### config.mk
export PLATFORM = sky130hd
export DESIGN_NAME = rhd_ram
export DESIGN_NICKNAME = d
export VERILOG_FILES = /design/src/sv/rhd_ram.sv
export SDC_FILE = /design/constraint.sdc
export NUM_CORES = 1
export LEC_CHECK = 0
export BUFFER_PORTS_ARGS = -buffer_cell sky130_fd_sc_hd__buf_4
export CAP_MARGIN = 20
export CELL_PAD_IN_SITES_DETAIL_PLACEMENT = 1
export CELL_PAD_IN_SITES_GLOBAL_PLACEMENT = 2
export CORE_ASPECT_RATIO = 1.4
export CORE_MARGIN = 2
export CORE_UTILIZATION = 54
export CTS_BUF_LIST = sky130_fd_sc_hd__clkbuf_8
export DETAILED_ROUTE_END_ITERATION = 8
export PLACE_DENSITY = 0.83
export SLEW_MARGIN = 10
export SYNTH_ARGS = -nofsm -noshare
export SYNTH_HDL_FRONTEND = slang
export SYNTH_SLANG_ARGS = --single-unit
### constraint.sdc
create_clock -name clk_i -period 4.8 [get_ports clk_i]
set_clock_uncertainty 0.2 [all_clocks]
set_input_delay 0.96 -clock clk_i [delete_from_list [all_inputs] [get_ports clk_i]]
set_output_delay 0.96 -clock clk_i [all_outputs]
set_load 0.1 [all_outputs]
### src/sv/rhd_ram.sv
// ----------------------------------------------------------------------------
// rhd_ram
// Generic single write port, single read port RAM with registered read data.
// ----------------------------------------------------------------------------
`default_nettype none

module rhd_ram #(
  parameter int Width = 8,
  parameter int Depth = 16
) (
  input  wire logic                     clk_i,
  input  wire logic                     we_i,
  input  wire logic [$clog2(Depth)-1:0] waddr_i,
  input  wire logic [Width-1:0]         wdata_i,
  input  wire logic                     re_i,
  input  wire logic [$clog2(Depth)-1:0] raddr_i,
  output logic      [Width-1:0]         rdata_o
);

  logic [Width-1:0] mem_q [Depth];

  always_ff @(posedge clk_i) begin
    if (we_i) begin
      mem_q[waddr_i] <= wdata_i;
    end
  end

  always_ff @(posedge clk_i) begin
    if (re_i) begin
      rdata_o <= mem_q[raddr_i];
    end
  end

endmodule

`default_nettype wire

Word-level counts from Yosys, hierarchy flattened
Memories as Yosys holds them, arrays and structs flattened. A register that Yosys moved wholly into a read port is not among the register bits. Cells that the tools add are included.

Register bits: 0. Memory bits (writable): 128. Bits of input ports: 19. Memories: 1.

Memory list: mem_q (depth 16, width 8, read ports 1, clocked after Yosys merged registers in 1, wr ports 1, line 20) `logic [Width-1:0] mem_q [Depth];`.

Multiplexer cells: 2.

Operators by type and width (number): 1-bit 2-to-1 mux (2).

Longest topological paths before layout
Word-level depth: 2. Gate-level depth with buffers: 5. Gate-level depth less buffers: 3.

Worst setup path before layout
OpenSTA, ideal clock, no wires.

Path type: in2reg. From: input waddr_i[2]. To: memory mem_q[0][0] (enable). Setup time: 0.383 ns. Arrival: 2.070 ns. Slack: 2.147 ns. Cell stages on the path: 2. Buffers on the path: 0. Cell sequence: or3b_2 > nor3_1.

RTL lines: from (decl) (line 13) `input wire logic [$clog2(Depth)-1:0] waddr_i,`; to (decl) (line 20).

No word-level cell before the write port.

==> run summary <==
The share of power burned in registers was 0.533. For this design the ratio of total power to cell area is 424.8 nW/um^2. The switching share of power works out to 0.2233.

In this run the critical register-to-register path is captured at rdata_o[3]. In this run the clock root is driven by a clkbuf_8. The flow ran to the end, and the final reports show no timing, DRC or antenna violations. The number of filler instances in the final layout is 788.

Entering global routing, the biggest net connects 33 pins. After floorplanning, the core was sized to cover 9459 sq um. For the total wire length, the log shows 10.47 mm.

The horizontal die dimension was 87.16 um; the internal power summed over all cells was 1.957 mW. After detailed routing, the number of remaining DRC violations is 0. The relative contribution of combinational cells to total power is 0.066.

The tools report the total number of H-tree levels as 4. Post-synthesis instance total: 229. The area of all placed cells without fillers is 5931 sq um, and the switching power of the nets is 0.5626 mW. The portion of the post-synthesis area used by sequential elements is 0.7812.

The post-detailed-route wirelength per cell was 26.99 um; the number of I/O port buffers was 26. In the detailed route, the total length drawn on met2 is 5.474 mm. The fraction of synthesized cell area taken by the top area cell type is 0.7812, and the number of max-capacitance violations reported is 0.

TritonCTS built the clock tree. The class of the tightest hold or removal check was register to register. The logs give 0 ns for the final sum of negative setup slack and 2425 for the total vias in the final route. Compared with the post-synthesis result, the final layout area differs by 13.45%. The repair_antennas step left the layout with diodes totalling 0. Number of buffers added by the clock tree synthesis step: 17.

At the worst endpoint, the required time is 4.79 ns. The worst hold path begins at mem_q[8][2]. For this design, the CTS-stage hold fixing added 0 buffers. STA classifies the critical path endpoint as a register. The die footprint came out at 10490 sq um. For the number of placed I/O pins, the log shows 27. After clock tree synthesis, the repair step resized 0 gates. Yosys attributes the largest share of cell area to edfxtp_1 (78%), mux4_2 (7.8%), mux4_1 (7.0%). The die is 120.4 um tall. The placed wire-length estimate was 6.583 mm; the final count of hold timing violations was 0. Slack of the worst reg-to-reg path: 3.01 ns. The largest total area in the synthesized netlist belongs to edfxtp_1.

The worst slew margin relative to its limit is 0.2896, and the worst reg-to-reg path cell count is 3. The classification of the worst setup path was primary input to register. The top cell types in the final layout, fill and taps aside, are edfxtp_1 (136), buf_4 (27), mux4_2 (18), clkbuf_8 (17), a22oi_1 (16).

The later pin in the worst-skew pair is clocked with a latency of 0.44 ns. Summed over all nets, wire length on met3 after detailed routing comes to 464 um. Setup violations remaining at the end of the flow were counted as 0. The final weighted congestion in routability-driven placement was 0.7362; the leakage power total was 1.950 nW. The pre-antenna-repair detailed-routing pass consisted of 4 iterations.

Along the worst hold path, the cell count comes to 3. The first global-routing pass estimated 15.61 mm of wire. Of all nets on the critical path, the largest fanout is 32.

Effective utilization at floorplan: 0.5526. The logs give 0 for the number of antenna violations at the first check in global routing and 0 for the post-detailed-route count of antenna-violating nets. The Yosys step of the flow raised 0 warnings. The run gives 395.9 MHz as the highest clock frequency the design can meet. The tools report the type of origin of the critical path as a primary input. The run gives 248 as the net count after synthesis. At the pin with the least slew margin, the transition time is 1.062 ns.

The tools report the clock network power share as 0.401. The tools report the routed length on met1 as 4.315 mm. The floorplan has 42 rows. Using the TritonRoute via totals, the vias-per-cell ratio works out to 6.250. The share of the cycle needed by the critical path after routing is 0.5263. The aggregate global-route resource usage was 0.2203; the number of nets in the final layout was 284. Arrival time at the worst endpoint: 2.52 ns. The total overflow left after global routing is 0. The via count of the first global-routing pass was 2599; the first-iteration detailed-routing DRC count was 189.

The top layer reached by signal wires is met4. The worst ir drop on vdd came out at 0.2931 mV. The minimum clock period after layout came out at 2.526 ns. The destination of the worst hold path is rdata_o[2]. The tools report the number of max-slew violations in the final report as 0. Average cell area after synthesis: 22.83 sq um. The clock slew at the register clock pins of the worst setup and hold paths was 0.08 ns; the synthesized cell area was 5228 sq um. The leading cell type in the layout, fill and taps excluded was edfxtp_1. After detailed placement, the total cell area comes to 5492 sq um. The worst register-to-register path begins at mem_q[0][3]. Setup repair after global routing left no endpoint under its margin. Maximum clock path buffer count: 2. After clock tree synthesis, the setup repair step added 0 buffers.

The share of layout cells above drive strength 1 was 0.2878; the post-synthesis register bit count was 136. For this design, the sink count on the clock tree is 136. The tools report the number of distinct library cells after synthesis as 18.
## sequential cells by signal, indices dropped and copies added (netlist names)
signal,flops
mem_q,128
rdata_o,8
## logic make-up after synthesis
| family | Yosys count | synth area share |
|---|---|---|
| mux | 32 | 0.1479 |
| compound gates | 16 | 0.02298 |
| simple gates | 35 | 0.03136 |
| buf+inv | 10 | 0.01651 |
| flops | 136 | 0.7812 |
## layout make-up
cell class | instances | area (sq um) | share of cell area
sequential | 136 | 4084 | 0.6886
multi-input combinational | 83 | 1072 | 0.1808
clock buffer | 17 | 234.0 | 0.03945
timing repair buffer | 27 | 202.7 | 0.03418
clock inverter | 15 | 200.2 | 0.03376
tap | 110 | 137.6 | 0.02321
## cells in the mapped netlist (all sizes together)
library cell   instances
a22oi                 16
and2                   1
and2b                  1
buf                    7
clkdlybuf4s25          3
edfxtp               136
mux4                  32
nand2                  9
nand2b                 2
nand3                  1
nand3b                 2
nor2                  13
nor2b                  1
nor3                   4
or3b                   1
## worst max-delay path, cell delays in order
cell	delay [ns]
buf_4	0.47
mux4_1	0.65
a22oi_1	0.31
nand2_1	0.10
## how the worst max path moves through the flow
| stage | from | to | slack, ns | cells after the start |
|---|---|---|---|---|
| after CTS | waddr_i[2] | mem_q[0][7] | 2.01 | 3 |
| final | raddr_i[0] | rdata_o[3] | 2.27 | 4 |
| after detailed placement | waddr_i[2] | mem_q[0][3] | 1.53 | 3 |
| after global placement | waddr_i[2] | mem_q[0][4] | 1.81 | 3 |
| after global routing | raddr_i[0] | rdata_o[3] | 2.17 | 4 |
| after floorplan | waddr_i[2] | mem_q[0][0] | 2.15 | 2 |
## through the flow
stage	util	hold slack [ns]	worst slack, ns	cells	power (mW)
floorplan	-	0.5048	2.147	229	1.478
global placement	0.5806	0.5215	1.806	356	1.529
detailed placement	0.5806	0.5400	1.533	356	1.537
CTS	0.6265	0.5777	2.010	388	2.532
global route	0.6270	0.5927	2.166	388	2.585
finish	0.6270	0.5695	2.274	388	2.519
## power groups by stage
stage / Sequential [mW] / Clock [mW] / Combinational [mW]
floorplan: 1.41 / 0 / 0.0675
global placement: 1.37 / 0 / 0.162
detailed placement: 1.37 / 0 / 0.167
CTS: 1.34 / 1.02 / 0.167
global route: 1.35 / 1.06 / 0.177
finish: 1.34 / 1.01 / 0.166
## per-layer routing
layer	global-route usage	up-vias
met5	0	-
met4	0.09808	0
met3	0.05802	17
met2	0.3526	81
met1	0.2847	1275
li1	-	1052
Power figures use the tool's default switching activity.
