### config.mk
export PLATFORM = sky130hd
export DESIGN_NAME = rhd_back
export DESIGN_NICKNAME = d
export VERILOG_FILES = /design/src/sv/rhd_pkg.sv /design/src/sv/rhd_back.sv
export SDC_FILE = /design/constraint.sdc
export NUM_CORES = 1
export LEC_CHECK = 0
export CAP_MARGIN = 20
export CORE_ASPECT_RATIO = 0.5
export CORE_MARGIN = 2
export CORE_UTILIZATION = 55
export CTS_BUF_LIST = sky130_fd_sc_hd__clkbuf_4 sky130_fd_sc_hd__clkbuf_8 sky130_fd_sc_hd__clkbuf_16
export DETAILED_ROUTE_END_ITERATION = 8
export DONT_BUFFER_PORTS = 1
export PLACE_DENSITY_LB_ADDON = 0.08
export SLEW_MARGIN = 20
export SYNTH_ARGS = -nofsm -noshare
export SYNTH_HDL_FRONTEND = slang
export SYNTH_SLANG_ARGS = --single-unit
export TNS_END_PERCENT = 20
### constraint.sdc
create_clock -name clk_i -period 3.89 [get_ports clk_i]
set_clock_uncertainty 0.2 [all_clocks]
set_input_delay 0.5835 -clock clk_i [delete_from_list [all_inputs] [get_ports clk_i]]
set_output_delay 0.5835 -clock clk_i [all_outputs]
set_load 0.01 [all_outputs]
### src/sv/rhd_pkg.sv
// ----------------------------------------------------------------------------
// rhd_pkg
// Types and constants shared by the RGBA half downsample block.
// ----------------------------------------------------------------------------
`default_nettype none

package rhd_pkg;

  localparam int MaxWidth    = 2048;
  localparam int MaxHeight   = 2048;
  localparam int RowSlots    = MaxWidth / 2;
  localparam int SlotBits    = $clog2(RowSlots);
  localparam int PosBits     = $clog2(MaxWidth);
  localparam int DimBits     = 12;
  localparam int CfgIdxBits  = 8;
  localparam int NumChan     = 4;
  localparam int ChanBits    = 8;
  // A stored row sum is at most 127, since it only exists when the value is
  // shifted at least once.
  localparam int HalfBits    = ChanBits - 1;
  localparam int RamBits     = NumChan * HalfBits;

  typedef enum logic [CfgIdxBits-1:0] {
    CfgImageWidth  = 8'd0,
    CfgImageHeight = 8'd1
  } cfg_reg_e;

  typedef struct packed {
    logic [ChanBits-1:0] in_alpha;
    logic [ChanBits-1:0] in_blue;
    logic [ChanBits-1:0] in_green;
    logic [ChanBits-1:0] in_red;
  } pixel_in_t;

  typedef struct packed {
    logic                frame_end;
    logic [ChanBits-1:0] out_alpha;
    logic [ChanBits-1:0] out_blue;
    logic [ChanBits-1:0] out_green;
    logic [ChanBits-1:0] out_red;
  } pixel_out_t;

  typedef logic [NumChan-1:0][ChanBits-1:0] chan_vec_t;
  typedef logic [NumChan-1:0][HalfBits-1:0] half_vec_t;

  // Item handed from the accept stage to the merge stage.
  typedef struct packed {
    logic      emit;
    logic      add_upper;
    logic      frame_end;
    chan_vec_t hsum;
  } rhd_item_t;

  // Row buffer access issued at the accept edge.
  typedef struct packed {
    logic                we;
    logic                re;
    logic [SlotBits-1:0] addr;
    half_vec_t           wdata;
  } rhd_ram_req_t;

endpackage

`default_nettype wire

### src/sv/rhd_back.sv
// ----------------------------------------------------------------------------
// rhd_back
// Vertical merge with the buffered upper row and the output register.
// ----------------------------------------------------------------------------
`default_nettype none

module rhd_back (
  input  wire logic                clk_i,
  input  wire logic                rst_ni,
  input  wire logic                accept_i,
  input  wire rhd_pkg::rhd_item_t  item_i,
  input  wire rhd_pkg::half_vec_t  upper_i,
  input  wire logic                out_stall_i,
  output logic                     out_valid_o,
  output rhd_pkg::pixel_out_t      out_pixel_o,
  output logic                     in_stall_o
);

  import rhd_pkg::*;

  logic       s1_valid_q, s1_valid_d, out_valid_q, out_valid_d, s1_go;
  rhd_item_t  s1_q;
  pixel_out_t out_q;
  chan_vec_t  merged;

  // The merge stage moves on whenever the output register is empty or its
  // beat is being taken.
  assign s1_go      = !out_valid_q || !out_stall_i;
  assign in_stall_o = s1_valid_q && !s1_go;

  always_comb begin
    for (int c = 0; c < NumChan; c++) begin
      merged[c] = s1_q.add_upper ? (s1_q.hsum[c] + ChanBits'(upper_i[c])) : s1_q.hsum[c];
    end
  end

  always_comb begin
    s1_valid_d  = s1_valid_q;
    out_valid_d = out_valid_q;
    if (s1_go) begin
      out_valid_d = s1_valid_q;
      s1_valid_d  = 1'b0;
    end
    if (accept_i) begin
      s1_valid_d = item_i.emit;
    end
  end

  always_ff @(posedge clk_i or negedge rst_ni) begin
    if (!rst_ni) begin
      s1_valid_q  <= 1'b0;
      out_valid_q <= 1'b0;
    end else begin
      s1_valid_q  <= s1_valid_d;
      out_valid_q <= out_valid_d;
    end
  end

  always_ff @(posedge clk_i) begin
    if (accept_i && item_i.emit) begin
      s1_q <= item_i;
    end
    if (s1_valid_q && s1_go) begin
      out_q.out_red   <= merged[0];
      out_q.out_green <= merged[1];
      out_q.out_blue  <= merged[2];
      out_q.out_alpha <= merged[3];
      out_q.frame_end <= s1_q.frame_end;
    end
  end

  assign out_valid_o = out_valid_q;
  assign out_pixel_o = out_q;

endmodule

`default_nettype wire

# == Word level (Yosys, flattened, before mapping) ==
# Cells that the tools add are included.
# totals
register_bits,69
latch_bits,0
ramBits,0
rom_bits,0
in_bits,67
out_inout_bits,35
n_memories,0
# classes
n_addsub,4
mul,0
div,0
order_cmp,0
eq_ne,0
n_shift,0
n_mux,6
bitwise_logic,0
n_reduce_logical,8
# ops
op,count
adder 8 x 7 -> 8 bit,4
two-way mux 8 bit,4
logical AND 1 bit,3
zero test 1 bit,3
two-way mux 1 bit,2
nonzero test 2 bit,1
logical OR 1 bit,1

# == Longest topological paths before layout ==
# logic_depth
depth_word,4
mapped_depth,7
depth_no_buf,7

# == Worst setup path before layout ==
# OpenSTA, ideal clock, no wires.
# synth_timing
path_type,input -> register
from,input port out_stall_i
to,"register out_q, in the netlist out_pixel_o[0], enable pin"
setup_time_ps,474
t_arrival_ps,3032
slack_ps,184
cell_stages,1
cell_sequence,a21boi_0
# synth_between
elab_chain_len,3
# synth_lines
element,line,source
"start, declared",rhd_back.sv:13,"input wire logic out_stall_i,"
zero test 1 bit,rhd_back.sv:28,assign s1_go = !out_valid_q || !out_stall_i;
logical OR 1 bit,rhd_back.sv:28,
logical AND 1 bit,rhd_back.sv:63,if (s1_valid_q && s1_go) begin
"end, declared",rhd_back.sv:23,pixel_out_t out_q;
# No other way between the ends.
# A chain may end at the register's enable or synchronous reset.

==> impl_results.md <==
- Run status: complete, no violations
- Post-detailed-route count of antenna-violating nets: 0
- CP arrival: 1.98 ns
- Setup repair bufs after CTS: 0
- Kind of critical path: reg -> reg
- Gpl congestion: 0.771
- DIE HEIGHT: 61.0 microns
- DP Cell Count: 340
- Number of failing setup endpoints in the final timing report: 0
- Global Route Usage Sum: 0.202
- Proportion of power drawn by combinational gates: 0.132
- Clock edge transition at the registers on the reported setup and hold paths: 0.05 ns
- Pwr Density: 498 nW/um^2
- Clock period minus worst slack: 2.10 ns
- Maximum net fanout on the critical path: 2
- List of most frequent post-synthesis cells: sky130_fd_sc_hd__edfxtp_1 (67), sky130_fd_sc_hd__ha_1 (28), sky130_fd_sc_hd__a21oi_1 (17), sky130_fd_sc_hd__mux2_2 (17), sky130_fd_sc_hd__inv_1 (13)
- Pre-Repair DR Iteration Count: 4
- Maximum clock frequency: 0.476 GHz
- Seq. cell area: 2060 sq um
- Wire length of the first global-routing pass: 10.6 mm
- Total power draw: 1.98 mW
- Synth Area per Inst: 14.0 sq um
- Setup Total Neg Slack: 0 ns
- Post-synth EDFFs: 67
- Most frequently used cell type in the post-synthesis netlist: sky130_fd_sc_hd__edfxtp_1
- Leakage: 1.49 nW
- Final wirelength: 6.80 mm
- Routed via count divided by cell count: 6.00
- CP startpoint kind: register
- Post-layout worst setup margin: 1.79 ns
- Fraction of the yosys area taken by sequential cells: 0.577
- X dimension of the die: 118 microns
- Area taken by multi-input logic gates: 1440 sq um
- Share of layout cells above drive strength 1: 0.138
- Net Switching: 0.469 mW
- Cell Area, Synth: 3570 sq um
- Cell area reported after detailed placement: 3680 sq um
- Portion of synthesized cell area occupied by the leading cell type: 0.563
- Data required time of the critical path: 3.77 ns
- Number of global-route vias before repair: 2,185
- Post_cts resized: 0
- Die area: 7190 sq um
- Mapped Nets: 354
- Half-perimeter wire length after detailed placement: 4.73 mm
- Setup repair after global routing missed its margin: no
- Sequential Power Share: 0.470
- Post-placement setup slack: 1.60 ns
- Cell types occupying the most area after synthesis: sky130_fd_sc_hd__edfxtp_1 (56%), sky130_fd_sc_hd__ha_1 (9.8%), sky130_fd_sc_hd__mux2_2 (5.4%), sky130_fd_sc_hd__xnor2_1 (2.9%), sky130_fd_sc_hd__a21oi_1 (2.4%)
- Cell-by-cell listing of the critical path: ha_1 > a211oi_1 > o21ai_0 > xor2_1 > mux2_2
- Post-synthesis to final-layout area growth: 11.4%
- Distinct cell type count of the synthesized netlist: 37
- TritonCTS clock tree: yes
- Library cell with the largest summed area after synthesis: sky130_fd_sc_hd__edfxtp_1
- Fillers: 468
- Slew at the pin closest to its max-slew limit: 0.974 ns
- Max-slew headroom at the worst pin: 0.349
- Biggest cell delay along the critical path: 0.39 ns
- Flop and latch count out of synthesis: 69
- Final hold violation count: 0
- CTS Buf Count: 9
- # port buffers: 0
- Number of max-slew violations in the final report: 0
- VDD IR-drop max: 0.000324 V
- Type of the most critical hold path: in -> reg
- Clock Sink Count: 69
- Number of instances in the synthesized netlist: 255
- Initial DRC Count: 179
- Clock share of power: 0.397
- Placeable core region: 6180 sq um
- Antenna violations before repair: 0
- Site Rows: 20
- GRT overflow: 0
- Via count: 2,136
- Internal power: 1.51 mW
- Boundary Pins: 102
- Effective utilization at floorplan: 0.578
- Worst-Skew Late Latency: 0.33 ns
- Max-capacitance violation count: 0
- Sw frac: 0.237
- Non-Filler Instances: 356
- Final net count: 363
- Htree depth: 3
- Number of design rule violations left after detail routing: 0
- Final worst-path cycle share: 0.540
- Number of antenna diodes: 0
- Average routed wire per standard cell: 19.1 microns
- Critical path endpoint category: register
- Buffers from clock root to sink, at most: 2
- Largest net degree at the start of global routing: 35
- Number of warnings printed during yosys synthesis: 0
- Clock tree root driver cell: sky130_fd_sc_hd__clkbuf_16
- Asr flop ratio synth: 0.0290
- Top_reg_cell synth: sky130_fd_sc_hd__edfxtp_1
- Finished layout cell area: 3980 sq um
- Cell at the slowest stage of the critical path: sky130_fd_sc_hd__edfxtp_1
==> metrics by stage <==
| stage | util | hold slack (ns) |
|---|---|---|
| global placement | 0.596 | 0.0880 |
| finish | 0.644 | 0.143 |
| floorplan | - | 0.0879 |
| global route | 0.644 | 0.127 |
| detailed placement | 0.596 | 0.0880 |
| CTS | 0.644 | 0.130 |
==> kinds of logic after synthesis <==
logic type,after synthesis,share of synthesized area
AOI/OAI and AO/OA,68,0.130
DFF,69,0.577
xor gates and xnor gates,16,0.0392
buffers and inverters,19,0.0221
and+or+nand+nor,31,0.0491
muxes,20,0.0620
adders and majority gates,32,0.121
==> sequential cells by signal, summed over array words and instances, names as in the netlist <==
register / flops
s1_q: 34
out_valid_o: 1
out_pixel_o: 33
s1_valid_q: 1
==> power groups by stage <==
stage	registers [mW]	logic (mW)	clock network, mW
3_5_place_dp	0.947	0.259	0
3_3_place_gp	0.944	0.251	0
6_report	0.931	0.262	0.786
2_1_floorplan	0.938	0.213	0
5_1_grt	0.936	0.298	0.833
4_1_cts	0.932	0.262	0.804
==> critical path, delay by kind of cell, from the launching register on <==
kind            cells  cell delay, ns
compound gates      2            0.50
xor+xnor            1            0.18
fa+ha+maj           1            0.31
mux                 1            0.27
flops               1            0.39
==> layout make-up <==
type / instances / area share
timing repair buffer: 3 / 0.00629
inverter: 14 / 0.0132
sequential: 69 / 0.518
clock buffer: 10 / 0.0585
clock inverter: 5 / 0.0132
tap: 88 / 0.0277
multi-input combinational: 167 / 0.363
==> cell usage in the layout, fill, tap and decap left out, drive strengths merged, types with 2 or more instances in the layout <==
cell      n
edfxtp   67
ha       28
a21oi    17
mux2     17
inv      14
xnor2    12
o21a     10
nor3     10
clkbuf   10
a21o      9
o211ai    7
o21ai     7
nand2     6
o31ai     4
a211oi    4
xor2      4
fa        4
nor2b     4
clkinv    4
mux2i     3
o2111ai   3
or4       3
nand3     3
o221ai    3
dfrtp     2
buf       2
==> path summary, 6_finish.rpt <==
path	start	end	cells past startpoint	slack, ns
setup / recovery	s1_q[17]	out_pixel_o[21]	5	1.79
hold / removal	item_i[7]	s1_q[7]	0	0.14
max in group asynchronous	rst_ni	out_valid_o	1	3.08
setup reg to reg	s1_q[17]	out_pixel_o[21]	5	1.79
hold reg to reg	s1_q[32]	out_pixel_o[32]	0	0.23
min in group asynchronous	rst_ni	s1_valid_q	1	0.28
==> per-layer routing <==
metal	routed length, microns	GRT usage	up-vias
met5	0	0	-
met4	89	0.0809	0
met3	558	0.0902	10
met2	3250	0.346	82
met1	2890	0.233	1031
li1	-	-	1013
==> repair_timing <==
item	CTS	global route
hold buffers	1	0
setup endpoints to repair	0	0
endpoints found under the hold margin	2	0
Power figures use the tool's default switching activity.
