--- config.mk ---
export PLATFORM = sky130hd
export DESIGN_NAME = rhd_front
export DESIGN_NICKNAME = d
export VERILOG_FILES = /design/src/sv/rhd_pkg.sv /design/src/sv/rhd_front.sv
export SDC_FILE = /design/constraint.sdc
export NUM_CORES = 1
export LEC_CHECK = 0
export ABC_CLOCK_PERIOD_IN_PS = 10000
export BUFFER_PORTS_ARGS = -buffer_cell sky130_fd_sc_hd__buf_2
export CORE_MARGIN = 1
export CORE_UTILIZATION = 48
export DETAILED_ROUTE_END_ITERATION = 6
export PLACE_DENSITY = 0.69
export SETUP_SLACK_MARGIN = 0.2
export SLEW_MARGIN = 20
export SYNTH_ARGS = -nofsm -noshare
export SYNTH_HDL_FRONTEND = slang
export SYNTH_SLANG_ARGS = --single-unit
--- constraint.sdc ---
create_clock -name clk_i -period 10 [get_ports clk_i]
set_clock_uncertainty 0.1 [all_clocks]
set_input_delay 1 -clock clk_i [delete_from_list [all_inputs] [get_ports clk_i]]
set_output_delay 1 -clock clk_i [all_outputs]
set_load 0.02 [all_outputs]
--- src/sv/rhd_pkg.sv ---
// ----------------------------------------------------------------------------
// rhd_pkg
// Types and constants shared by the RGBA half downsample block.
// ----------------------------------------------------------------------------
`default_nettype none

package rhd_pkg;

  localparam int MaxWidth    = 2048;
  localparam int MaxHeight   = 2048;
  localparam int RowSlots    = MaxWidth / 2;
  localparam int SlotBits    = $clog2(RowSlots);
  localparam int PosBits     = $clog2(MaxWidth);
  localparam int DimBits     = 12;
  localparam int CfgIdxBits  = 8;
  localparam int NumChan     = 4;
  localparam int ChanBits    = 8;
  // A stored row sum is at most 127, since it only exists when the value is
  // shifted at least once.
  localparam int HalfBits    = ChanBits - 1;
  localparam int RamBits     = NumChan * HalfBits;

  typedef enum logic [CfgIdxBits-1:0] {
    CfgImageWidth  = 8'd0,
    CfgImageHeight = 8'd1
  } cfg_reg_e;

  typedef struct packed {
    logic [ChanBits-1:0] in_alpha;
    logic [ChanBits-1:0] in_blue;
    logic [ChanBits-1:0] in_green;
    logic [ChanBits-1:0] in_red;
  } pixel_in_t;

  typedef struct packed {
    logic                frame_end;
    logic [ChanBits-1:0] out_alpha;
    logic [ChanBits-1:0] out_blue;
    logic [ChanBits-1:0] out_green;
    logic [ChanBits-1:0] out_red;
  } pixel_out_t;

  typedef logic [NumChan-1:0][ChanBits-1:0] chan_vec_t;
  typedef logic [NumChan-1:0][HalfBits-1:0] half_vec_t;

  // Item handed from the accept stage to the merge stage.
  typedef struct packed {
    logic      emit;
    logic      add_upper;
    logic      frame_end;
    chan_vec_t hsum;
  } rhd_item_t;

  // Row buffer access issued at the accept edge.
  typedef struct packed {
    logic                we;
    logic                re;
    logic [SlotBits-1:0] addr;
    half_vec_t           wdata;
  } rhd_ram_req_t;

endpackage

`default_nettype wire

--- src/sv/rhd_front.sv ---
// ----------------------------------------------------------------------------
// rhd_front
// Geometry registers, raster position, horizontal pairing and row buffer access.
// ----------------------------------------------------------------------------
`default_nettype none

module rhd_front (
  input  wire logic                           clk_i,
  input  wire logic                           rst_ni,
  input  wire logic                           cfg_we_i,
  input  wire logic [rhd_pkg::CfgIdxBits-1:0] cfg_index_i,
  input  wire logic [rhd_pkg::DimBits-1:0]    cfg_wdata_i,
  input  wire logic                           accept_i,
  input  wire rhd_pkg::pixel_in_t             pixel_i,
  output rhd_pkg::rhd_item_t                  item_o,
  output rhd_pkg::rhd_ram_req_t               ram_req_o
);

  import rhd_pkg::*;

  localparam logic [DimBits-1:0] MaxWDim = DimBits'(MaxWidth);
  localparam logic [DimBits-1:0] MaxHDim = DimBits'(MaxHeight);
  localparam logic [DimBits-1:0] OneDim  = DimBits'(1);

  logic [DimBits-1:0] width_q, width_d, height_q, height_d;
  logic [PosBits-1:0] col_q, col_d, row_q, row_d;
  half_vec_t          left_q, left_d;

  logic [DimBits-1:0] w_eff, h_eff, wlim, hlim, col_ext, row_ext;
  logic               pair_x, pair_y, in_range, have_h, last_col, last_row;
  logic [1:0]         shift;
  chan_vec_t          chan, shifted, hsum;

  always_comb begin
    if (width_q == '0) begin
      w_eff = OneDim;
    end else if (width_q > MaxWDim) begin
      w_eff = MaxWDim;
    end else begin
      w_eff = width_q;
    end
    if (height_q == '0) begin
      h_eff = OneDim;
    end else if (height_q > MaxHDim) begin
      h_eff = MaxHDim;
    end else begin
      h_eff = height_q;
    end
  end

  assign pair_x  = w_eff > OneDim;
  assign pair_y  = h_eff > OneDim;
  assign shift   = {1'b0, pair_x} + {1'b0, pair_y};
  assign wlim    = pair_x ? {w_eff[DimBits-1:1], 1'b0} : w_eff;
  assign hlim    = pair_y ? {h_eff[DimBits-1:1], 1'b0} : h_eff;
  assign col_ext = DimBits'(col_q);
  assign row_ext = DimBits'(row_q);

  assign in_range = (col_ext < wlim) && (row_ext < hlim);
  assign have_h   = !pair_x || col_q[0];
  assign last_col = col_ext == (w_eff - OneDim);
  assign last_row = row_ext == (h_eff - OneDim);

  assign chan = {pixel_i.in_alpha, pixel_i.in_blue, pixel_i.in_green, pixel_i.in_red};

  always_comb begin
    for (int c = 0; c < NumChan; c++) begin
      shifted[c] = chan[c] >> shift;
      hsum[c]    = pair_x ? (ChanBits'(left_q[c]) + shifted[c]) : shifted[c];
      left_d[c]  = left_q[c];
    end
    if (accept_i && in_range && pair_x && !col_q[0]) begin
      for (int c = 0; c < NumChan; c++) begin
        left_d[c] = shifted[c][HalfBits-1:0];
      end
    end
  end

  always_comb begin
    item_o.emit      = in_range && have_h && (!pair_y || row_q[0]);
    item_o.add_upper = pair_y;
    item_o.frame_end = (col_ext == (wlim - OneDim)) && (row_ext == (hlim - OneDim));
    item_o.hsum      = hsum;

    ram_req_o.we   = accept_i && in_range && have_h && pair_y && !row_q[0];
    ram_req_o.re   = accept_i && in_range && have_h && pair_y && row_q[0];
    ram_req_o.addr = pair_x ? col_q[SlotBits:1] : col_q[SlotBits-1:0];
    for (int c = 0; c < NumChan; c++) begin
      ram_req_o.wdata[c] = hsum[c][HalfBits-1:0];
    end
  end

  always_comb begin
    width_d  = width_q;
    height_d = height_q;
    col_d    = col_q;
    row_d    = row_q;
    if (cfg_we_i) begin
      unique case (cfg_index_i)
        CfgImageWidth: begin
          width_d = cfg_wdata_i;
          col_d   = '0;
          row_d   = '0;
        end
        CfgImageHeight: begin
          height_d = cfg_wdata_i;
          col_d    = '0;
          row_d    = '0;
        end
        default: ;
      endcase
    end else if (accept_i) begin
      if (last_col) begin
        col_d = '0;
        row_d = last_row ? '0 : row_q + PosBits'(1);
      end else begin
        col_d = col_q + PosBits'(1);
      end
    end
  end

  always_ff @(posedge clk_i or negedge rst_ni) begin
    if (!rst_ni) begin
      width_q  <= OneDim;
      height_q <= OneDim;
      col_q    <= '0;
      row_q    <= '0;
      left_q   <= '0;
    end else begin
      width_q  <= width_d;
      height_q <= height_d;
      col_q    <= col_d;
      row_q    <= row_d;
      left_q   <= left_d;
    end
  end

endmodule

`default_nettype wire

# --- Yosys cells after proc, flatten, opt, wreduce, memory -nomap -nowiden ---
# Cells that the tools add are included.
# Widths: inputs -> output; s select.
op_classes:
  add_sub_neg: 11
  order_cmp: 6
  n_eq_ne: 6
  shifts: 4
  mux: 19
  reduce_logical: 27
op_table:
  columns: ["operator", "count"]
  rows:
  - ["$mux 11", 8]
  - ["$eq 11x12->1", 4]
  - ["$mux 12", 4]
  - ["$sub 12x1->12 const B", 4]
  - ["$add 7x8->8", 4]
  - ["$mux 8", 4]
  - ["$shr 8x2->8", 4]
  - ["$gt 12x1->1 const B", 2]
  - ["$gt 12x12->1 const B", 2]
  - ["$logic_not 12->1", 2]
  - ["$lt 11x12->1", 2]
  - ["$add 11x1->11 const B", 2]
  - ["$logic_and 1x1->1", 11]
  - ["$mux 10", 1]
  - ["$eq 8x1->1 const B", 1]
  - ["$logic_not 8->1", 1]
  - ["$reduce_and 2->1", 3]
  - ["$logic_not 1->1", 4]
  - ["$reduce_bool 2->1", 2]
  - ["$reduce_and 3->1", 1]
  - ["$add 1x1->2", 1]
  - ["$logic_or 1x1->1", 2]
  - ["$mux 1", 2]
  - ["$ne 2x2->1 const B", 1]
  - ["$reduce_or 2->1", 1]
word_totals:
  regBits: 74
  input_bits: 56
  out_inout_bits: 75
  elab_cells: 81

# --- Logic depth before layout (Yosys ltp) ---
# Gate-level depths: netlist of the first run.
depth:
  ltp_word: 11
  ltp_mapped: 25
  ltp_nobuf: 18

# --- Least setup slack after synthesis of the first run ---
# No wires, ideal clock.
synth_timing:
  kind: "reg2out"
  start: "register width_q[3]"
  end: "output port ram_req_o[27] in the netlist's numbering"
  t_arrival_ns: 6.376
  t_required_ns: 8.900
  slack_ns: 2.524
  stages_incl_launch_ff: 26
  n_path_buf: 8
  cell_sequence: "dfrtp_1 -> buf_2 -> nor4_4 -> a31oi_1 -> or2_2 -> ha_1 -> clkbuf_1 -> o211a_4 -> inv_2 -> clkbuf_1 -> buf_1 -> ha_1 -> clkbuf_1 -> buf_1 -> buf_1 -> mux4_2 -> ha_1 -> fa_1 -> a21oi_1 -> nor2_1 -> nor2_1 -> o21bai_1 -> a21oi_1 -> xor2_1 -> o21ai_0 -> buf_4"
synth_rtl:
  columns: ["element", "line", "text"]
  rows:
  - ["start: declaration", "rhd_front.sv:25", "logic [DimBits-1:0] width_q, width_d, height_q, height_d;"]
  - ["start signal: assignment", "rhd_front.sv:124", "width_q <= OneDim;"]
  - ["start signal: assignment", "rhd_front.sv:130", "width_q <= width_d;"]
  - ["end: declaration", "rhd_front.sv:16", "output rhd_pkg::rhd_ram_req_t ram_req_o"]

==> results of run 1 <==
-- cell type report --
cell class,instances,area share [%]
Timing Repair Buffer,136,7.89
Tap cell,220,3.06
Clock inverter,4,1.10
Clock buffer,11,2.69
Sequential cell,74,20.6
Inverter,37,1.54
Multi-Input combinational cell,748,63.1
-- path summary, 6_finish.rpt --
check | startpoint | endpoint | slack (ns) | depth (start not counted)
max reg2reg | width_q[3]$_DFFE_PN0P_ | left_q[27]$_DFFE_PN0P_ | 4.52 | 18
max in group asynchronous | rst_ni | height_q[0]$_DFFE_PN1P_ | 8.63 | 2
min | left_q[17]$_DFFE_PN0P_ | left_q[17]$_DFFE_PN0P_ | 0.42 | 1
max | width_q[3]$_DFFE_PN0P_ | item_o[31] | 1.98 | 19
min in group asynchronous | rst_ni | left_q[13]$_DFFE_PN0P_ | 0.50 | 1
min reg2reg | left_q[17]$_DFFE_PN0P_ | left_q[17]$_DFFE_PN0P_ | 0.42 | 1
-- placed cells by master (no fill, tap or decap), drive strengths merged, types with 8 or more instances in the layout --
| master | instances |
|---|---|
| o211ai | 9 |
| xnor2 | 44 |
| nand3 | 15 |
| inv | 37 |
| nor4 | 16 |
| clkbuf | 11 |
| nor2b | 24 |
| nand2 | 84 |
| dfrtp | 72 |
| buf | 136 |
| a31oi | 14 |
| a21oi | 58 |
| and3 | 8 |
| xor2 | 32 |
| o21a | 11 |
| a21o | 9 |
| ha | 59 |
| nand2b | 16 |
| o21bai | 9 |
| o22ai | 8 |
| mux4 | 16 |
| mux2 | 51 |
| nor3 | 12 |
| nand4 | 13 |
| mux2i | 15 |
| o21ai | 56 |
| a211oi | 13 |
| nor2 | 80 |
-- metrics by stage --
step	instance area, um2	std cells	utilization [%]
after global placement	8650	1214	52.0
final	9010	1230	54.1
after floorplan	8210	960	-
after global routing	9010	1230	54.1
after detailed placement	8650	1214	52.0
after CTS	8990	1229	54.0
-- registers in the layout, indices dropped and copies added (netlist names) --
name / flops
left_q: 28
height_q: 12
width_q: 12
col_q: 11
row_q: 11
-- kinds of logic after synthesis --
family	synth area share, %
buf+inv	8.15
flops	22.6
compound gates	17.9
mux	13.2
simple gates	20.0
fa+ha+maj	9.96
xor+xnor	8.10
-- power breakdown --
group | internal (mW) | switching (mW) | total [mW]
clock network | 0.250 | 0.133 | 0.384
logic | 0.759 | 1.24 | 2.00
registers | 0.368 | 0.0823 | 0.450
total | 1.38 | 1.46 | 2.83
-- Yosys cell counts, types with 4 or more instances --
library cell	count	share of area [%]
nor4_4	6	1.6
buf_1	11	0.50
o211ai_1	9	0.82
nor3b_1	4	0.37
mux2i_1	15	1.8
a21o_1	9	0.82
xnor2_1	44	4.7
fa_1	4	0.98
buf_4	29	2.7
mux4_2	16	4.4
or2_2	4	0.30
buf_2	20	1.2
o21bai_1	9	0.82
and3_1	8	0.61
a221oi_1	4	0.43
nor4_1	8	0.61
nor4b_1	5	0.53
inv_1	35	1.6
nand4_1	13	0.99
a31oi_1	14	1.1
mux2_2	51	7.0
a21oi_1	55	3.4
dfrtp_1	72	22
o21ai_1	11	0.67
o21a_1	11	1.0
nor2b_1	24	1.8
ha_1	59	9.0
xor2_1	32	3.4
o22ai_1	8	0.61
a211oi_1	11	1.0
clkbuf_1	37	1.7
nand2_1	83	3.8
nand3_1	15	0.91
nand3b_1	5	0.46
o21ai_0	45	2.7
nor2_1	79	3.6
nand2b_1	16	1.2
nor3_1	12	0.73
-- layer usage --
layer  share of wire (%)  vias up  routed length [um]
li1                    -     3510                   -
met2                  46      274                9960
met4                 1.7        2                 359
met5               0.060        -                  13
met3                 5.7       27                1230
met1                  47     3430               10100
==> metrics.txt, run 1 <==
# TYPE chip_impl_metric gauge
chip_impl_metric{name="total_leakage_power",unit="nW"} 4.00
chip_impl_info{name="synthFlopType",value="dfrtp_1"} 1
chip_impl_info{name="critPathMostFrequentCell",value="ha_1"} 1
chip_impl_metric{name="final_hold_viol_count",unit=""} 0
chip_impl_metric{name="drt_drc_violations_left",unit=""} 0
chip_impl_info{name="crit_family",value="compound AO/OA/AOI/OAI gates"} 1
chip_impl_metric{name="cts-hold-fix-buffers",unit=""} 0
chip_impl_metric{name="wl_per_cell",unit="um"} 17.6
chip_impl_metric{name="area_delta_synth_final",unit="%"} 9.70
chip_impl_metric{name="diodes",unit=""} 0
chip_impl_metric{name="htree_num_levels",unit=""} 3
chip_impl_metric{name="overall_routing_resource_usage",unit="%"} 24.9
chip_impl_metric{name="io_pins",unit=""} 131
chip_impl_metric{name="first_global_vias",unit=""} 6623
chip_impl_metric{name="critPathMaxFanout",unit=""} 60
chip_impl_metric{name="final_max_slew_viol_count",unit=""} 0
chip_impl_metric{name="drt_pre_antenna_iters",unit=""} 5
chip_impl_metric{name="largest_net_degree_at_the_start_of_global_routing",unit=""} 75
chip_impl_metric{name="tritoncts.num_buffers",unit=""} 9
chip_impl_metric{name="setup_viol",unit=""} 0
chip_impl_metric{name="synth.yosys.seq_area_share",unit="%"} 22.6
chip_impl_metric{name="post_route_cells_drive_above_1_share",unit="%"} 24.9
chip_impl_metric{name="dpl_worst_slack",unit="ns"} 2.41
chip_impl_info{name="worstPathCellList",value="nor4_4, a31oi_1, or2_2, ha_1, o211a_4, inv_2, ha_1, buf_4, mux4_2, ha_1, a21o_1, a21oi_1, o21bai_1, a21oi_1, nor2b_1, o21a_1, o21ai_0, xor2_1, buf_2"} 1
chip_impl_info{name="gr-max-usage-layer",value="met2"} 1
chip_impl_metric{name="final.min_clock_period",unit="ns"} 8.02
chip_impl_metric{name="cts.reportedPaths.clkPinSlew",unit="ns"} 0.06
chip_impl_metric{name="synth_nets",unit=""} 1079
chip_impl_metric{name="yosys.cell_types.count",unit=""} 82
chip_impl_metric{name="endpoint_arrival_time_on_the_critical_path",unit="ns"} 6.92
chip_impl_metric{name="fmax",unit="GHz"} 0.125
chip_impl_metric{name="grt_pass1_wl",unit="mm"} 34.7
chip_impl_metric{name="post_cts_setup_buffer_count",unit=""} 0
chip_impl_metric{name="global_route.overflow_total",unit=""} 0
chip_impl_metric{name="yosys_warnings",unit=""} 0
chip_impl_metric{name="via_per_inst",unit=""} 5.89
chip_impl_metric{name="cp.buffers_inverters",unit=""} 3
chip_impl_metric{name="die_height",unit="um"} 133
chip_impl_info{name="end_kind",value="output port"} 1
chip_impl_metric{name="crit_path_max_incr_delay",unit="ns"} 0.81
chip_impl_metric{name="floorplan.initialDensity",unit="%"} 49.3
chip_impl_metric{name="design.core.area",unit="um2"} 16600
chip_impl_metric{name="post-layout-total-power",unit="mW"} 2.83
chip_impl_metric{name="fill_cells",unit=""} 1528
chip_impl_metric{name="clockBufferDepth",unit=""} 2
chip_impl_metric{name="fin_crit_sh",unit="%"} 80.2
chip_impl_metric{name="timing.hold.ws",unit="ns"} 0.416
chip_impl_metric{name="placement.io_buffers",unit=""} 130
chip_impl_metric{name="routabilityCongestion",unit=""} 0.892
chip_impl_metric{name="powerDensity",unit="nW/um2"} 315
chip_impl_info{name="hp-class",value="reg2reg"} 1
chip_impl_metric{name="hpwl",unit="mm"} 16.2
chip_impl_metric{name="synth-edff-count",unit=""} 0
chip_impl_info{name="cts_root_buffer",value="clkbuf_16"} 1
chip_impl_metric{name="drt-initial-drc-count",unit=""} 585
chip_impl_metric{name="setup_slack_of_the_critical_path_after_layout",unit="ns"} 1.98
chip_impl_metric{name="multi_input_area",unit="um2"} 5690
chip_impl_info{name="critical_path_class",value="reg2out"} 1
chip_impl_metric{name="vdd.ir_drop.worst",unit="mV"} 0.431
chip_impl_info{name="critical_path.slowest_cell",value="ha_1"} 1
chip_impl_metric{name="mappedNetlistArea",unit="um2"} 8210
chip_impl_metric{name="critical_path_required",unit="ns"} 8.90
chip_impl_metric{name="dieWidth",unit="um"} 133
chip_impl_metric{name="die_area",unit="um2"} 17600
chip_impl_metric{name="post_synth_inst_count",unit=""} 960
chip_impl_metric{name="globalRouteMet3Util",unit="%"} 4.87
chip_impl_metric{name="synth-seq-cells",unit=""} 74
chip_impl_metric{name="clock_latency_on_the_worst_skew_pair",unit="ns"} 0.35
chip_impl_metric{name="clock_sink_count",unit=""} 74
chip_impl_metric{name="post_cts_resized",unit=""} 0
chip_impl_metric{name="route.antenna.remaining_nets",unit=""} 0
chip_impl_metric{name="tightest_slew",unit="ns"} 1.00
chip_impl_metric{name="async_reset_ff_share",unit="%"} 100
chip_impl_metric{name="avgSynthCellArea",unit="um2"} 8.56
chip_impl_metric{name="max-slew-margin-rel",unit="%"} 32.9
chip_impl_metric{name="grt_antenna_before_repair",unit=""} 1
chip_impl_metric{name="via_count",unit=""} 7243
chip_impl_info{name="unrepaired_setup_endpoints_after_global_routing",value="no"} 1
chip_impl_metric{name="std_cell_rows",unit=""} 47
chip_impl_info{name="status",value="finished, final reports clean"} 1
chip_impl_metric{name="detail_route.wirelength",unit="mm"} 21.7
chip_impl_metric{name="groute.layer.met1.usage",unit="%"} 34.6
chip_impl_metric{name="final-seq-area",unit="um2"} 1850
chip_impl_metric{name="max-cap-violations",unit=""} 0
chip_impl_metric{name="setup-tns-final",unit="ns"} 0
chip_impl_info{name="startpoint_type",value="flip-flop"} 1
chip_impl_metric{name="nNetsFinal",unit=""} 1125
chip_impl_info{name="tritoncts_clock_tree",value="done"} 1
chip_impl_metric{name="gr-usage-met2",unit="%"} 39.0
Note: power is estimated with default switching activity, not from simulation.
==> run 2: changes to the inputs <==
- ABC_AREA: default -> 1
- ABC_CLOCK_PERIOD_IN_PS: 10000 -> 7300
- PLACE_DENSITY: 0.69 -> 0.72
- clock period: 10 -> 7.3 ns (I/O delays scaled with it)
==> metrics.txt, run 2 <==
# TYPE chip_impl_metric gauge
chip_impl_metric{name="synth-seq-cells",unit=""} 74
chip_impl_info{name="synth_top_cell_by_area",value="dfrtp_1"} 1
chip_impl_metric{name="mappedNetlistArea",unit="um2"} 7810
chip_impl_metric{name="grt_antenna_before_repair",unit=""} 1
chip_impl_metric{name="htree_num_levels",unit=""} 3
chip_impl_metric{name="via_per_inst",unit=""} 5.09
chip_impl_metric{name="route.antenna.remaining_nets",unit=""} 0
chip_impl_metric{name="power.clock.fraction",unit="%"} 22.3
chip_impl_metric{name="endpoint_arrival_time_on_the_critical_path",unit="ns"} 5.57
chip_impl_metric{name="post_cts_setup_buffer_count",unit=""} 0
chip_impl_info{name="final_cell_mix",value="nand2_1, inv_1, o21ai_0"} 1
chip_impl_metric{name="synth_nets",unit=""} 1290
chip_impl_metric{name="dpl_worst_slack",unit="ns"} 1.15
chip_impl_metric{name="total_leakage_power",unit="nW"} 4.53
chip_impl_info{name="startpoint_type",value="flip-flop"} 1
chip_impl_metric{name="std_cell_rows",unit=""} 46
chip_impl_metric{name="drt-initial-drc-count",unit=""} 549
chip_impl_metric{name="nNetsFinal",unit=""} 1364
chip_impl_metric{name="cellInternalPower",unit="mW"} 1.13
chip_impl_metric{name="setup_viol",unit=""} 0
chip_impl_metric{name="post_synth_inst_count",unit=""} 1171
chip_impl_metric{name="design.core.area",unit="um2"} 15900
chip_impl_metric{name="max_reg_flops",unit=""} 28
chip_impl_metric{name="overall_routing_resource_usage",unit="%"} 25.3
chip_impl_metric{name="max-slew-margin-rel",unit="%"} 48.2
chip_impl_metric{name="area_delta_synth_final",unit="%"} 10.9
chip_impl_metric{name="async_reset_ff_share",unit="%"} 100
chip_impl_metric{name="drt_pre_antenna_iters",unit=""} 6
chip_impl_info{name="synthFlopType",value="dfrtp_1"} 1
chip_impl_metric{name="post-route-util",unit="%"} 54.5
chip_impl_info{name="end_kind",value="output port"} 1
chip_impl_info{name="critical_path.slowest_cell",value="inv_1"} 1
chip_impl_metric{name="layout.cell_area.non_filler",unit="um2"} 8660
chip_impl_metric{name="crit_path_max_incr_delay",unit="ns"} 0.49
chip_impl_metric{name="global_route.overflow_total",unit=""} 0
chip_impl_metric{name="drt_drc_violations_left",unit=""} 0
chip_impl_metric{name="detail_route.wirelength",unit="mm"} 20.3
chip_impl_info{name="crit_path_start",value="height_q[4]$_DFFE_PN0P_"} 1
chip_impl_info{name="unrepaired_setup_endpoints_after_global_routing",value="no"} 1
chip_impl_info{name="tritoncts_clock_tree",value="done"} 1
chip_impl_info{name="cts_root_buffer",value="clkbuf_16"} 1
chip_impl_metric{name="final.min_clock_period",unit="ns"} 6.40
chip_impl_metric{name="combPwrFrac",unit="%"} 51.8
chip_impl_info{name="critical_path_class",value="reg2out"} 1
chip_impl_metric{name="cts.reportedPaths.clkPinSlew",unit="ns"} 0.06
chip_impl_metric{name="avgSynthCellArea",unit="um2"} 6.67
chip_impl_metric{name="max-cap-violations",unit=""} 0
chip_impl_metric{name="critical_path_required",unit="ns"} 6.47
chip_impl_metric{name="p_sw",unit="mW"} 0.965
chip_impl_info{name="synth_top_cells_by_count",value="nand2_1, inv_1, o21ai_0, nor2_1, nand3_1"} 1
chip_impl_metric{name="vdd.ir_drop.worst",unit="mV"} 0.150
chip_impl_info{name="layout_top_registers",value="left_q x28, height_q x12, width_q x12"} 1
chip_impl_metric{name="clock_sink_count",unit=""} 74
chip_impl_metric{name="final_hold_viol_count",unit=""} 0
chip_impl_metric{name="placement.io_buffers",unit=""} 130
chip_impl_metric{name="die_height",unit="um"} 130
chip_impl_metric{name="largest_net_degree_at_the_start_of_global_routing",unit=""} 75
chip_impl_metric{name="setup-tns-final",unit="ns"} 0
chip_impl_metric{name="critPathMaxFanout",unit=""} 23
chip_impl_info{name="layout_commonest_cell",value="nand2_1"} 1
chip_impl_metric{name="routabilityCongestion",unit=""} 0.957
chip_impl_metric{name="powerDensity",unit="nW/um2"} 241
chip_impl_info{name="worstReg2RegStart",value="height_q[4]$_DFFE_PN0P_"} 1
chip_impl_metric{name="tightest_slew",unit="ns"} 0.776
chip_impl_info{name="hp-class",value="in2async"} 1
chip_impl_metric{name="wl_per_cell",unit="um"} 13.8
chip_impl_info{name="yosys.cell_count.top_type",value="nand2_1"} 1
chip_impl_metric{name="via_count",unit=""} 7462
chip_impl_metric{name="first_global_vias",unit=""} 6758
chip_impl_metric{name="die_area",unit="um2"} 16800
chip_impl_metric{name="hpwl",unit="mm"} 15.8
chip_impl_metric{name="dieWidth",unit="um"} 130
chip_impl_metric{name="floorplan.initialDensity",unit="%"} 49.2
chip_impl_metric{name="fmax",unit="GHz"} 0.156
chip_impl_metric{name="post_dp_cell_area",unit="um2"} 8330
chip_impl_metric{name="sequentialPowerShare",unit="%"} 25.9
chip_impl_metric{name="grt_pass1_wl",unit="mm"} 33.0
chip_impl_metric{name="clockBufferDepth",unit=""} 2
chip_impl_metric{name="swShare",unit="%"} 46.1
chip_impl_metric{name="tritoncts.num_buffers",unit=""} 9
chip_impl_metric{name="synth_top_area_share",unit="%"} 23.1
chip_impl_metric{name="final_max_slew_viol_count",unit=""} 0
chip_impl_metric{name="io_pins",unit=""} 131
chip_impl_metric{name="yosys.cell_types.count",unit=""} 41
chip_impl_metric{name="synth-edff-count",unit=""} 0
chip_impl_metric{name="synth.yosys.seq_area_share",unit="%"} 23.7
chip_impl_info{name="regMostFlops",value="left_q"} 1
chip_impl_info{name="post_synth_main_area_contributors",value="dfrtp_1, nand2_1, ha_1, o21ai_0, inv_1"} 1
chip_impl_metric{name="yosys_warnings",unit=""} 0
chip_impl_metric{name="clock_latency_on_the_worst_skew_pair",unit="ns"} 0.35
chip_impl_metric{name="setup_slack_of_the_critical_path_after_layout",unit="ns"} 0.900
chip_impl_info{name="status",value="finished, final reports clean"} 1
chip_impl_metric{name="fin_crit_sh",unit="%"} 87.7
chip_impl_metric{name="post_route_cells_drive_above_1_share",unit="%"} 17.8
## run 2: changes by cell type in the layout (fill, tap and decap cells not counted), moves of 16 or more
cell / before / now
nand2_1: 83 / 291
inv_1: 35 / 139
o21ai_0: 45 / 131
nand3_1: 15 / 74
mux2_2: 51 / 8
xnor2_1: 44 / 17
nor2b_1: 24 / 0
mux4_2: 16 / 0
nand2b_1: 16 / 0
## run 2: worst max-delay path: cells and delay by family (launching register included)
family                     cells  cell delay (ns)
and+or+nand+nor               14             1.50
AOI/OAI and AO/OA              6             1.39
buffers and inverters          3             0.84
adders and majority gates      3             0.84
DFF                            1             0.44
xor gates and xnor gates       1             0.21
## run 2: timing repair
| action | CTS | global route |
|---|---|---|
| hold buffers | 0 | 0 |
| gates resized for setup | 0 | 2 |
| setup endpoints to repair | 0 | 6 |
## run 2: per-layer routing
metal | part of all wire (%) | wire [um] | vias to the layer above | global-route usage [%]
li1 | - | - | 3924 | -
met2 | 44 | 9000 | 182 | 39.6
met4 | 2.9 | 583 | 0 | 10.6
met5 | 0 | 0 | - | 0
met1 | 48 | 9710 | 3318 | 34.6
met3 | 4.9 | 1000 | 38 | 3.80
## run 2: final timing paths
kind / endpoint / slack [ns] / cells after the start
max in group asynchronous: height_q[10]$_DFFE_PN0P_ / 6.29 / 1
max: item_o[7] / 0.90 / 27
min in group clk_i: left_q[11]$_DFFE_PN0P_ / 0.43 / 2
max reg2reg: left_q[2]$_DFFE_PN0P_ / 2.99 / 23
min: left_q[15]$_DFFE_PN0P_ / 0.29 / 1
min reg2reg: left_q[11]$_DFFE_PN0P_ / 0.43 / 2
## run 2: power groups by stage
stage / Combinational (mW) / Sequential (mW) / Clock, mW
global placement: 1.07 / 0.547 / 0
finish: 1.08 / 0.542 / 0.467
global route: 1.20 / 0.552 / 0.493
floorplan: 0.896 / 0.519 / 0
detailed placement: 1.08 / 0.549 / 0
CTS: 1.08 / 0.542 / 0.475
## run 2: layout make-up
type	count	area, um2
fill	1581	7220
clock inverter	6	73.8
multi-input combinational	876	4970
clock buffer	10	239
sequential	74	1850
tap	216	270
timing repair buffer	133	679
inverter	151	572
antenna	1	2.50
## run 2: stage by stage
step | instances | power [mW] | hold slack (ns)
2_1_floorplan | 1171 | 1.41 | 0.334
4_1_cts | 1466 | 2.10 | 0.436
5_1_grt | 1467 | 2.25 | 0.370
3_3_place_gp | 1450 | 1.61 | 0.402
3_5_place_dp | 1450 | 1.63 | 0.419
6_report | 1467 | 2.09 | 0.285
## run 2: kinds of logic (layout without fill, tap and decap cells)
| kind of cell | after synthesis | in the layout | share of synthesized area [%] |
|---|---|---|---|
| xor gates and xnor gates | 61 | 61 | 6.94 |
| and+or+nand+nor | 514 | 514 | 28.9 |
| adders and majority gates | 63 | 63 | 10.5 |
| buffers and inverters | 221 | 300 | 12.8 |
| other | 0 | 1 | 0 |
| DFF | 74 | 74 | 23.7 |
| AOI/OAI and AO/OA | 230 | 230 | 16.0 |
| muxes | 8 | 8 | 1.15 |
